<file path="config.mk">
export PLATFORM = sky130hd
export DESIGN_NAME = timed_bezier_ramp
export DESIGN_NICKNAME = d
export VERILOG_FILES = /design/src/rtl/tbr_pkg.sv /design/src/rtl/tbr_datapath.sv /design/src/rtl/tbr_ctrl.sv /design/src/rtl/timed_bezier_ramp.sv
export SDC_FILE = /design/constraint.sdc
export NUM_CORES = 2
export LEC_CHECK = 0
export ABC_AREA = 1
export BUFFER_PORTS_ARGS = -buffer_cell sky130_fd_sc_hd__buf_2
export CAP_MARGIN = 20
export CORE_MARGIN = 3
export CORE_UTILIZATION = 45
export CTS_BUF_LIST = sky130_fd_sc_hd__clkbuf_4 sky130_fd_sc_hd__clkbuf_8
export CTS_CLUSTER_SIZE = 28
export DETAILED_ROUTE_END_ITERATION = 8
export SETUP_SLACK_MARGIN = 0.02
export SLEW_MARGIN = 25
export SYNTH_ARGS = -nofsm -noshare
export SYNTH_HDL_FRONTEND = slang
export SYNTH_HIERARCHICAL = 1
export SYNTH_SLANG_ARGS = --single-unit
export TNS_END_PERCENT = 100
</file>
<file path="constraint.sdc">
create_clock -name clk -period 8.8 [get_ports clk]
set_input_delay 0.44 -clock clk [delete_from_list [all_inputs] [get_ports clk]]
set_output_delay 0.44 -clock clk [all_outputs]
set_load 0.02 [all_outputs]
</file>
<file path="src/rtl/tbr_pkg.sv">
// ----------------------------------------------------------------------------
// Timed Bezier ramp package
// Shared widths, codes and the controller/datapath command and status types.
// ----------------------------------------------------------------------------
package tbr_pkg;

    localparam int TIME_W     = 32;
    localparam int ELAPSED_W  = 20;
    localparam int VALUE_W    = 32;
    localparam int MODE_W     = 2;
    localparam int CFG_IDX_W  = 3;
    localparam int FRAC_W     = 16;
    localparam int WEIGHT_W   = FRAC_W + 1;
    localparam int PROD_W     = 50;
    localparam int SUM_W      = 50;
    localparam int DIV_CNT_W  = 4;
    localparam int STEP_W     = 4;

    localparam logic [WEIGHT_W-1:0]  ONE_Q16  = WEIGHT_W'(1) << FRAC_W;
    localparam logic [DIV_CNT_W-1:0] DIV_LAST = DIV_CNT_W'(FRAC_W - 1);

    // input item kinds
    localparam logic OP_ADVANCE = 1'b0;
    localparam logic OP_RESTART = 1'b1;

    // curve modes; any mode with the high bit set is cubic
    localparam logic [MODE_W-1:0] MODE_LINEAR = 2'd0;
    localparam logic [MODE_W-1:0] MODE_QUAD   = 2'd1;

    // configuration register indexes
    localparam logic [CFG_IDX_W-1:0] REG_TOTAL_TIME  = 3'd0;
    localparam logic [CFG_IDX_W-1:0] REG_CURVE_MODE  = 3'd1;
    localparam logic [CFG_IDX_W-1:0] REG_START_VALUE = 3'd2;
    localparam logic [CFG_IDX_W-1:0] REG_MID_VALUE_A = 3'd3;
    localparam logic [CFG_IDX_W-1:0] REG_MID_VALUE_B = 3'd4;
    localparam logic [CFG_IDX_W-1:0] REG_END_VALUE   = 3'd5;

    // multiply steps, in issue order
    typedef enum logic [STEP_W-1:0] {
        STEP_AA  = 4'd0,
        STEP_BB  = 4'd1,
        STEP_AB  = 4'd2,
        STEP_AAA = 4'd3,
        STEP_AAB = 4'd4,
        STEP_ABB = 4'd5,
        STEP_BBB = 4'd6,
        STEP_C0  = 4'd7,
        STEP_C1  = 4'd8,
        STEP_C2  = 4'd9,
        STEP_C3  = 4'd10
    } step_t;

    typedef struct packed {
        logic  load;
        logic  div_init;
        logic  div_step;
        logic  setup;
        logic  mul_issue;
        logic  mul_retire;
        step_t step;
        logic  finish;
        logic  emit;
    } cmd_t;

    typedef struct packed {
        logic compute;
        logic out_free;
    } status_t;

endpackage

</file>
<file path="src/rtl/tbr_datapath.sv">
// ----------------------------------------------------------------------------
// Timed Bezier ramp datapath
// Config registers, time accumulator, serial divider, shared multiplier,
// Bernstein weights, blend accumulator and the output register.
// ----------------------------------------------------------------------------
module tbr_datapath
    import tbr_pkg::*;
(
    input  logic                  clk,
    input  logic                  rst_n,
    input  cmd_t                  cmd,
    output status_t               status,
    input  logic                  in_op,
    input  logic [ELAPSED_W-1:0]  in_elapsed,
    input  logic                  cfg_write,
    input  logic [CFG_IDX_W-1:0]  cfg_index,
    input  logic [VALUE_W-1:0]    cfg_data,
    input  logic                  out_ready,
    output logic                  out_valid,
    output logic [VALUE_W-1:0]    out_value,
    output logic                  out_finished
);

    logic [TIME_W-1:0]         total_time_reg;
    logic [MODE_W-1:0]         curve_mode_reg;
    logic signed [VALUE_W-1:0] start_value_reg;
    logic signed [VALUE_W-1:0] mid_value_a_reg;
    logic signed [VALUE_W-1:0] mid_value_b_reg;
    logic signed [VALUE_W-1:0] end_value_reg;

    logic [TIME_W-1:0]   acc_reg;
    logic [TIME_W-1:0]   acc_next;
    logic [TIME_W:0]     acc_sum;
    logic                done_reg;
    logic [VALUE_W-1:0]  held_reg;

    logic [TIME_W-1:0]   rem_reg;
    logic [FRAC_W-1:0]   q_reg;
    logic                sat_reg;
    logic [TIME_W:0]     rem_shift;

    logic [WEIGHT_W-1:0] pos_b;
    logic [WEIGHT_W-1:0] pos_a;
    logic [WEIGHT_W-1:0] aa_reg;
    logic [WEIGHT_W-1:0] bb_reg;
    logic [WEIGHT_W-1:0] w_reg [4];

    logic signed [TIME_W:0]       mul_x;
    logic signed [WEIGHT_W:0]     mul_y;
    logic signed [TIME_W+WEIGHT_W+1:0] mul_full;
    logic signed [PROD_W-1:0]     p_reg;
    logic signed [SUM_W-1:0]      sum_reg;
    logic [35:0]                  p_triple;
    logic [WEIGHT_W-1:0]          w_shr16;
    logic [WEIGHT_W-1:0]          w_shr15;
    logic [WEIGHT_W-1:0]          w_tri16;

    logic is_quad;
    logic is_cubic;

    logic                 out_valid_reg;
    logic [VALUE_W-1:0]   out_value_reg;
    logic                 out_finished_reg;

    assign is_quad  = (curve_mode_reg == MODE_QUAD);
    assign is_cubic = curve_mode_reg[MODE_W-1];

    // ---------------- configuration ----------------
    always_ff @(posedge clk or negedge rst_n)
    begin
        if (!rst_n)
        begin
            total_time_reg  <= TIME_W'(1000000);
            curve_mode_reg  <= MODE_LINEAR;
            start_value_reg <= '0;
            mid_value_a_reg <= '0;
            mid_value_b_reg <= '0;
            end_value_reg   <= '0;
        end
        else if (cfg_write)
        begin
            unique case (cfg_index)
                REG_TOTAL_TIME:  total_time_reg  <= cfg_data;
                REG_CURVE_MODE:  curve_mode_reg  <= cfg_data[MODE_W-1:0];
                REG_START_VALUE: start_value_reg <= cfg_data;
                REG_MID_VALUE_A: mid_value_a_reg <= cfg_data;
                REG_MID_VALUE_B: mid_value_b_reg <= cfg_data;
                REG_END_VALUE:   end_value_reg   <= cfg_data;
                default: ;
            endcase
        end
    end

    // ---------------- ramp state ----------------
    assign acc_sum  = {1'b0, acc_reg} + {{(TIME_W + 1 - ELAPSED_W){1'b0}}, in_elapsed};
    assign acc_next = acc_sum[TIME_W] ? '1 : acc_sum[TIME_W-1:0];

    always_ff @(posedge clk or negedge rst_n)
    begin
        if (!rst_n)
        begin
            acc_reg  <= '0;
            done_reg <= 1'b0;
            held_reg <= '0;
        end
        else
        begin
            if (cmd.load)
            begin
                if (in_op == OP_RESTART)
                begin
                    acc_reg  <= '0;
                    done_reg <= 1'b0;
                end
                else if (!done_reg)
                begin
                    acc_reg <= acc_next;
                end
            end
            if (cmd.finish)
            begin
                held_reg <= sum_reg[FRAC_W+VALUE_W-1:FRAC_W];
                done_reg <= sat_reg;
            end
        end
    end

    assign status.compute  = (in_op == OP_ADVANCE) && !done_reg;
    assign status.out_free = !out_valid_reg || out_ready;

    // ---------------- restoring divider: acc * 2^16 / total ----------------
    // Remainder stays below total only if acc < total; else sat_reg sets 1.0.
    assign rem_shift = {rem_reg, 1'b0};

    always_ff @(posedge clk)
    begin
        if (cmd.div_init)
        begin
            rem_reg <= acc_reg;
            q_reg   <= '0;
            sat_reg <= (acc_reg >= total_time_reg);
        end
        else if (cmd.div_step)
        begin
            if (rem_shift >= {1'b0, total_time_reg})
            begin
                rem_reg <= TIME_W'(rem_shift - {1'b0, total_time_reg});
                q_reg   <= {q_reg[FRAC_W-2:0], 1'b1};
            end
            else
            begin
                rem_reg <= rem_shift[TIME_W-1:0];
                q_reg   <= {q_reg[FRAC_W-2:0], 1'b0};
            end
        end
    end

    assign pos_b = sat_reg ? ONE_Q16 : {1'b0, q_reg};
    assign pos_a = ONE_Q16 - pos_b;

    // ---------------- shared multiplier ----------------
    always_comb
    begin
        mul_x = '0;
        mul_y = '0;
        unique case (cmd.step)
            STEP_AA:
            begin
                mul_x = $signed({16'd0, pos_a});
                mul_y = $signed({1'b0, pos_a});
            end
            STEP_BB:
            begin
                mul_x = $signed({16'd0, pos_b});
                mul_y = $signed({1'b0, pos_b});
            end
            STEP_AB:
            begin
                mul_x = $signed({16'd0, pos_a});
                mul_y = $signed({1'b0, pos_b});
            end
            STEP_AAA:
            begin
                mul_x = $signed({16'd0, aa_reg});
                mul_y = $signed({1'b0, pos_a});
            end
            STEP_AAB:
            begin
                mul_x = $signed({16'd0, aa_reg});
                mul_y = $signed({1'b0, pos_b});
            end
            STEP_ABB:
            begin
                mul_x = $signed({16'd0, bb_reg});
                mul_y = $signed({1'b0, pos_a});
            end
            STEP_BBB:
            begin
                mul_x = $signed({16'd0, bb_reg});
                mul_y = $signed({1'b0, pos_b});
            end
            STEP_C0:
            begin
                mul_x = {start_value_reg[VALUE_W-1], start_value_reg};
                mul_y = $signed({1'b0, w_reg[0]});
            end
            STEP_C1:
            begin
                mul_x = {mid_value_a_reg[VALUE_W-1], mid_value_a_reg};
                mul_y = $signed({1'b0, w_reg[1]});
            end
            STEP_C2:
            begin
                mul_x = {mid_value_b_reg[VALUE_W-1], mid_value_b_reg};
                mul_y = $signed({1'b0, w_reg[2]});
            end
            STEP_C3:
            begin
                mul_x = {end_value_reg[VALUE_W-1], end_value_reg};
                mul_y = $signed({1'b0, w_reg[3]});
            end
            default: ;
        endcase
    end

    assign mul_full = mul_x * mul_y;

    // weight candidates from the registered product
    assign w_shr16  = p_reg[FRAC_W+WEIGHT_W-1:FRAC_W];
    assign w_shr15  = p_reg[FRAC_W+WEIGHT_W-2:FRAC_W-1];
    assign p_triple = {1'b0, p_reg[34:0]} + {p_reg[34:0], 1'b0};
    assign w_tri16  = p_triple[FRAC_W+WEIGHT_W-1:FRAC_W];

    always_ff @(posedge clk)
    begin
        if (cmd.mul_issue)
        begin
            p_reg <= mul_full[PROD_W-1:0];
        end
        if (cmd.setup)
        begin
            // linear weights; quadratic and cubic overwrite them below
            w_reg[0] <= pos_a;
            w_reg[1] <= '0;
            w_reg[2] <= '0;
            w_reg[3] <= pos_b;
            sum_reg  <= '0;
        end
        else if (cmd.mul_retire)
        begin
            case (cmd.step) inside
                STEP_AA:
                begin
                    aa_reg <= w_shr16;
                    if (is_quad)
                    begin
                        w_reg[0] <= w_shr16;
                    end
                end
                STEP_BB:
                begin
                    bb_reg <= w_shr16;
                    if (is_quad)
                    begin
                        w_reg[3] <= w_shr16;
                    end
                end
                STEP_AB:
                begin
                    if (is_quad)
                    begin
                        w_reg[1] <= w_shr15;
                    end
                end
                STEP_AAA:
                begin
                    if (is_cubic)
                    begin
                        w_reg[0] <= w_shr16;
                    end
                end
                STEP_AAB:
                begin
                    if (is_cubic)
                    begin
                        w_reg[1] <= w_tri16;
                    end
                end
                STEP_ABB:
                begin
                    if (is_cubic)
                    begin
                        w_reg[2] <= w_tri16;
                    end
                end
                STEP_BBB:
                begin
                    if (is_cubic)
                    begin
                        w_reg[3] <= w_shr16;
                    end
                end
                STEP_C0, STEP_C1, STEP_C2, STEP_C3:
                begin
                    sum_reg <= sum_reg + p_reg;
                end
                default: ;
            endcase
        end
    end

    // ---------------- output register ----------------
    always_ff @(posedge clk or negedge rst_n)
    begin
        if (!rst_n)
        begin
            out_valid_reg <= 1'b0;
        end
        else if (cmd.emit)
        begin
            out_valid_reg <= 1'b1;
        end
        else if (out_ready)
        begin
            out_valid_reg <= 1'b0;
        end
    end

    always_ff @(posedge clk)
    begin
        if (cmd.emit)
        begin
            out_value_reg    <= held_reg;
            out_finished_reg <= done_reg;
        end
    end

    assign out_valid    = out_valid_reg;
    assign out_value    = out_value_reg;
    assign out_finished = out_finished_reg;

endmodule

</file>
<file path="src/rtl/tbr_ctrl.sv">
// ----------------------------------------------------------------------------
// Timed Bezier ramp controller
// Sequences one item: accumulate, divide, weight and blend multiplies, emit.
// ----------------------------------------------------------------------------
module tbr_ctrl
    import tbr_pkg::*;
(
    input  logic    clk,
    input  logic    rst_n,
    input  logic    in_valid,
    output logic    in_ready,
    input  status_t status,
    output cmd_t    cmd
);

    typedef enum logic [7:0] {
        ST_IDLE     = 8'b0000_0001,
        ST_DIV_INIT = 8'b0000_0010,
        ST_DIV      = 8'b0000_0100,
        ST_SETUP    = 8'b0000_1000,
        ST_ISSUE    = 8'b0001_0000,
        ST_RETIRE   = 8'b0010_0000,
        ST_FINISH   = 8'b0100_0000,
        ST_OUT      = 8'b1000_0000
    } state_t;

    state_t                 state_reg;
    state_t                 state_next;
    logic [DIV_CNT_W-1:0]   cnt_reg;
    logic [DIV_CNT_W-1:0]   cnt_next;
    step_t                  step_reg;
    step_t                  step_next;

    always_comb
    begin
        state_next     = state_reg;
        cnt_next       = cnt_reg;
        step_next      = step_reg;
        in_ready       = 1'b0;
        cmd            = '0;
        cmd.step       = step_reg;
        unique case (state_reg)
            ST_IDLE:
            begin
                in_ready = 1'b1;
                if (in_valid)
                begin
                    cmd.load   = 1'b1;
                    state_next = status.compute ? ST_DIV_INIT : ST_OUT;
                end
            end
            ST_DIV_INIT:
            begin
                cmd.div_init = 1'b1;
                cnt_next     = '0;
                state_next   = ST_DIV;
            end
            ST_DIV:
            begin
                cmd.div_step = 1'b1;
                cnt_next     = cnt_reg + DIV_CNT_W'(1);
                if (cnt_reg == DIV_LAST)
                begin
                    state_next = ST_SETUP;
                end
            end
            ST_SETUP:
            begin
                cmd.setup  = 1'b1;
                step_next  = STEP_AA;
                state_next = ST_ISSUE;
            end
            ST_ISSUE:
            begin
                cmd.mul_issue = 1'b1;
                state_next    = ST_RETIRE;
            end
            ST_RETIRE:
            begin
                cmd.mul_retire = 1'b1;
                if (step_reg == STEP_C3)
                begin
                    state_next = ST_FINISH;
                end
                else
                begin
                    step_next  = step_t'(STEP_W'(step_reg) + STEP_W'(1));
                    state_next = ST_ISSUE;
                end
            end
            ST_FINISH:
            begin
                cmd.finish = 1'b1;
                state_next = ST_OUT;
            end
            ST_OUT:
            begin
                // hold until the output register can take the result
                if (status.out_free)
                begin
                    cmd.emit   = 1'b1;
                    state_next = ST_IDLE;
                end
            end
            default:
            begin
                state_next = ST_IDLE;
            end
        endcase
    end

    always_ff @(posedge clk or negedge rst_n)
    begin
        if (!rst_n)
        begin
            state_reg <= ST_IDLE;
            cnt_reg   <= '0;
            step_reg  <= STEP_AA;
        end
        else
        begin
            state_reg <= state_next;
            cnt_reg   <= cnt_next;
            step_reg  <= step_next;
        end
    end

endmodule

</file>
<file path="src/rtl/timed_bezier_ramp.sv">
// ----------------------------------------------------------------------------
// Timed Bezier ramp
// An accepted advance on a running ramp passes through init, 16 divide steps,
// setup, 11 products on one shared multiplier (issue then retire), finish
// and emit; a restart or an advance after finish goes straight to emit.
// One item at a time: a new item is taken only after the last is emitted;
// a result waiting in the output register holds off the input.
// Reset (rst_n low, asynchronous): registers to defaults, ramp and value zero.
// ----------------------------------------------------------------------------
module timed_bezier_ramp
    import tbr_pkg::*;
(
    input  logic                  clk,
    input  logic                  rst_n,
    input  logic                  s_axis_tvalid,
    output logic                  s_axis_tready,
    input  logic [23:0]           s_axis_tdata,   // [19:0] elapsed_time
    input  logic                  s_axis_tuser,   // [0] op
    output logic                  m_axis_tvalid,
    input  logic                  m_axis_tready,
    output logic [VALUE_W-1:0]    m_axis_tdata,   // [31:0] value
    output logic                  m_axis_tlast,   // finished
    input  logic                  cfg_valid,
    output logic                  cfg_ready,
    input  logic [CFG_IDX_W-1:0]  cfg_index,
    input  logic [VALUE_W-1:0]    cfg_data
);

    cmd_t    cmd;
    status_t status;

    assign cfg_ready = 1'b1;

    tbr_ctrl u_ctrl (
        .clk      (clk),
        .rst_n    (rst_n),
        .in_valid (s_axis_tvalid),
        .in_ready (s_axis_tready),
        .status   (status),
        .cmd      (cmd)
    );

    tbr_datapath u_datapath (
        .clk          (clk),
        .rst_n        (rst_n),
        .cmd          (cmd),
        .status       (status),
        .in_op        (s_axis_tuser),
        .in_elapsed   (s_axis_tdata[ELAPSED_W-1:0]),
        .cfg_write    (cfg_valid && cfg_ready),
        .cfg_index    (cfg_index),
        .cfg_data     (cfg_data),
        .out_ready    (m_axis_tready),
        .out_valid    (m_axis_tvalid),
        .out_value    (m_axis_tdata),
        .out_finished (m_axis_tlast)
    );

`ifndef SYNTHESIS
    // one item at a time: busy right after an input transaction
    assert property (@(posedge clk) disable iff (!rst_n)
        (s_axis_tvalid && s_axis_tready) |=> !s_axis_tready)
        else $error("input accepted while an item is in progress");

    // never overwrite a result still waiting in the output register
    assert property (@(posedge clk) disable iff (!rst_n)
        cmd.emit |-> status.out_free)
        else $error("result emitted over a pending output");

    // at most one datapath command per cycle
    assert property (@(posedge clk) disable iff (!rst_n)
        $onehot0({cmd.load, cmd.div_init, cmd.div_step, cmd.setup,
                  cmd.mul_issue, cmd.mul_retire, cmd.finish, cmd.emit}))
        else $error("conflicting datapath commands");
`endif

endmodule
</file>
==> reports/summary.json <==
{
  "outcome": "finished clean",
  "postSynth.asyncResetShare_pct": 46.56,
  "nets": 7649,
  "cts_root_buffer": "clkbuf_8",
  "cts.reportedPaths.clkPinSlew_ns": 0.06,
  "seq_area_frac_synth_pct": 27.03,
  "ys.flop_type": "dfrtp_1",
  "setup.worst_path.start_class": "flop",
  "grt_most_used_layer": "met2",
  "syn_area_per_cell_sq_um": 7.679,
  "rows": 123,
  "area.growth.synth_to_final_pct": 8.805,
  "grt_max_degree": 121,
  "timing.final.setup_violations": 0,
  "totalNegativeSetupSlack_ns": 0,
  "maxSlewViolCount": 0,
  "cts.htree.levels": 3,
  "clockBufferDepth": 3,
  "die-height_um": 343.9,
  "num_io_pins": 101,
  "worst_pin_slew_ns": 1.000,
  "path_common_cell": "fa_1",
  "fmax_mhz": 124.6,
  "grt_overflow": 0,
  "hold_viol_final": 0,
  "pre_cts_ws_ns": 0.8766,
  "post-route-period-util_pct": 91.19,
  "fin_skew_ns": 0.06198,
  "first_global_vias": 44665,
  "clock_insertion_delay_worst_skew_ns": 0.75,
  "die-width_um": 343.9,
  "grt_util_met3_pct": 4.098,
  "drv.max_cap_violation_count": 0,
  "netlist-cell-type-count": 72,
  "cts_tree": "yes",
  "synthesis.yosys.warnings": 6,
  "worst_setup_path_startpoint": "u_datapath/sat_reg",
  "tritoncts_num_sinks": 524,
  "cp-end-kind": "flop",
  "grt_antenna_before_repair": 4,
  "drt_iter0_drcs": 3430,
  "gpl.final_weighted_congestion": 0.9882,
  "grt_pass1_wl_mm": 261.8,
  "floorplan.core_area_sq_mm": 0.1130,
  "num_vias": 44163,
  "synth-seq-cells": 524,
  "drt-pass1-iter-count": 8,
  "cp_max_fo": 16,
  "min_cycle_time_layout_ns": 8.025,
  "largest_reg_flops": 68,
  "final_layout_size_suffix_gt1_share_pct": 7.173,
  "numPortBuffers": 95,
  "postCtsResizedCells": 0,
  "drt-total-wl_mm": 168.8,
  "route.detailed.drc": 0,
  "avgRoutedWirePerCell_um": 20.15,
  "place_hpwl_mm": 132.5,
  "avgViaCountPerCell": 5.272,
  "layout_setup_ws_ns": 0.7753,
  "worstReg2RegStart": "u_datapath/sat_reg",
  "worst-endpoint-required_ns": 9.27,
  "max_slew_margin_pct": 33.33,
  "drtAntennaViolNets": 0,
  "timing.hold.worst.class": "input pin to flop",
  "timing.hold.worst.start": "cfg_data[17]",
  "synth-edff-count": 216,
  "floorplan.die_area_sq_mm": 0.1183,
  "global_router_s_overall_resource_usage_pct": 28.97,
  "post_synth_instance_area_sq_mm": 0.05137,
  "critical_path.max_stage_delay_ns": 0.65,
  "start_util_pct": 45.48,
  "crit_slowest_cell": "nand2_1",
  "met1_routing_resource_usage_after_global_routing_pct": 36.64,
  "critical_path_arrival_ns": 8.50,
  "rsz_0062_raised_after_global_routing": "false",
  "groute.layer.met2.usage_pct": 49.19,
  "syn-instance-count": 6690,
  "mappedNetlistNets": 7545,
  "cts_inserted_buffers": 95,
  "critPathKind": "flop to flop"
}
repair_timing:
| action | in CTS | in global routing |
|---|---|---|
| setup buffers | 0 | 0 |
| hold endpoints to repair | 114 | 0 |
| hold buffers | 4 | 0 |
final timing paths:
check	end	slack, ns	cells past startpoint
setup / recovery	u_datapath/p_reg[37]	0.78	28
min in group asynchronous	u_datapath/total_time_reg[15]	0.19	2
hold / removal	u_datapath/total_time_reg[17]	0.07	3
setup reg to reg	u_datapath/p_reg[37]	0.78	28
hold reg to reg	u_datapath/out_value[0]	0.45	0
max in group asynchronous	u_datapath/total_time_reg[1]	7.02	4
area by class of cell:
type / instances / area (sq um)
Antenna cell: 4 / 10.01
Inverter: 1329 / 4994
Fill cell: 11322 / 57070
Sequential cell: 524 / 13880
Clock inverter: 39 / 400.4
Multi-Input combinational cell: 4650 / 31630
Timing Repair Buffer: 194 / 1371
Clock buffer: 137 / 1729
Tap cell: 1500 / 1877
routing by layer:
metal	share of wire, %	wire length (um)	vias to the layer above
met3	6.3	10710	317
li1	-	-	21041
met5	0	0	-
met4	5.2	8787	0
met2	48	80780	1437
met1	41	68540	21368
worst max-delay path, delay by kind of cell, from the launching register on:
kind | cells | cell delay [ns]
AOI/OAI and AO/OA | 4 | 0.98
adders and majority gates | 8 | 3.75
buffers and inverters | 4 | 0.41
and+or+nand+nor | 11 | 1.99
xor gates and xnor gates | 1 | 0.16
DFF | 1 | 0.43
cell usage in the layout (no fill, tap or decap), drive strengths merged, types with 69 or more instances in the layout:
| master | instances |
|---|---|
| a21oi | 254 |
| ha | 278 |
| clkbuf | 137 |
| edfxtp | 216 |
| nand2 | 1808 |
| xor2 | 69 |
| buf | 190 |
| dfrtp | 236 |
| o21ai | 436 |
| inv | 1325 |
| nand3 | 309 |
| fa | 512 |
| nor2 | 608 |
metrics by stage:
stage               hold slack (ns)  instance area (sq um)  util (%)  std cells
finish                      0.07242                  55890     49.48       8377
global route                0.07817                  55890     49.48       8376
CTS                        0.006468                  55850     49.44       8372
detailed placement           0.4292                  53680     47.52       8192
global placement             0.4330                  53660     47.51       8192
floorplan                    0.1444                  51370         -       6690
Yosys cell counts, types with 13 or more instances:
master    instances  area share, %
a21boi_0         13           0.19
a21o_1           17           0.25
a21oi_1         252            2.5
a22o_1           38           0.65
a31oi_1          15           0.18
buf_2            76           0.74
buf_4            24           0.35
clkbuf_1         70           0.51
dfrtp_1         236             11
dfxtp_1          64            2.5
edfxtp_1        216             13
fa_1            512             20
ha_1            278            6.8
inv_1          1298            9.5
inv_2            25           0.18
nand2_1        1779             13
nand2_2          25           0.30
nand3_1         305            3.0
nand4_1          49           0.60
nor2_1          579            4.2
nor2_2           19           0.23
nor3_1           38           0.37
nor4_1           13           0.16
o21ai_0         422            4.1
o21bai_1         23           0.34
o22ai_1          17           0.21
xnor2_1          48           0.82
xor2_1           69            1.2
kinds of logic (layout without fill, tap and decap cells):
kind of cell | count (synthesis) | count (layout) | synth area share (%)
AO/OA/AOI/OAI | 887 | 887 | 9.874
XOR/XNOR | 117 | 117 | 1.995
other | 1 | 5 | 0.007300
flip-flops | 524 | 524 | 27.03
buffers and inverters | 1516 | 1699 | 11.61
AND/OR/NAND/NOR | 2855 | 2855 | 22.77
adder cells (fa/ha/maj) | 790 | 790 | 26.72
Power is not shown: default switching activity piles up to over one toggle a cycle in this logic, so the estimate is an artifact.
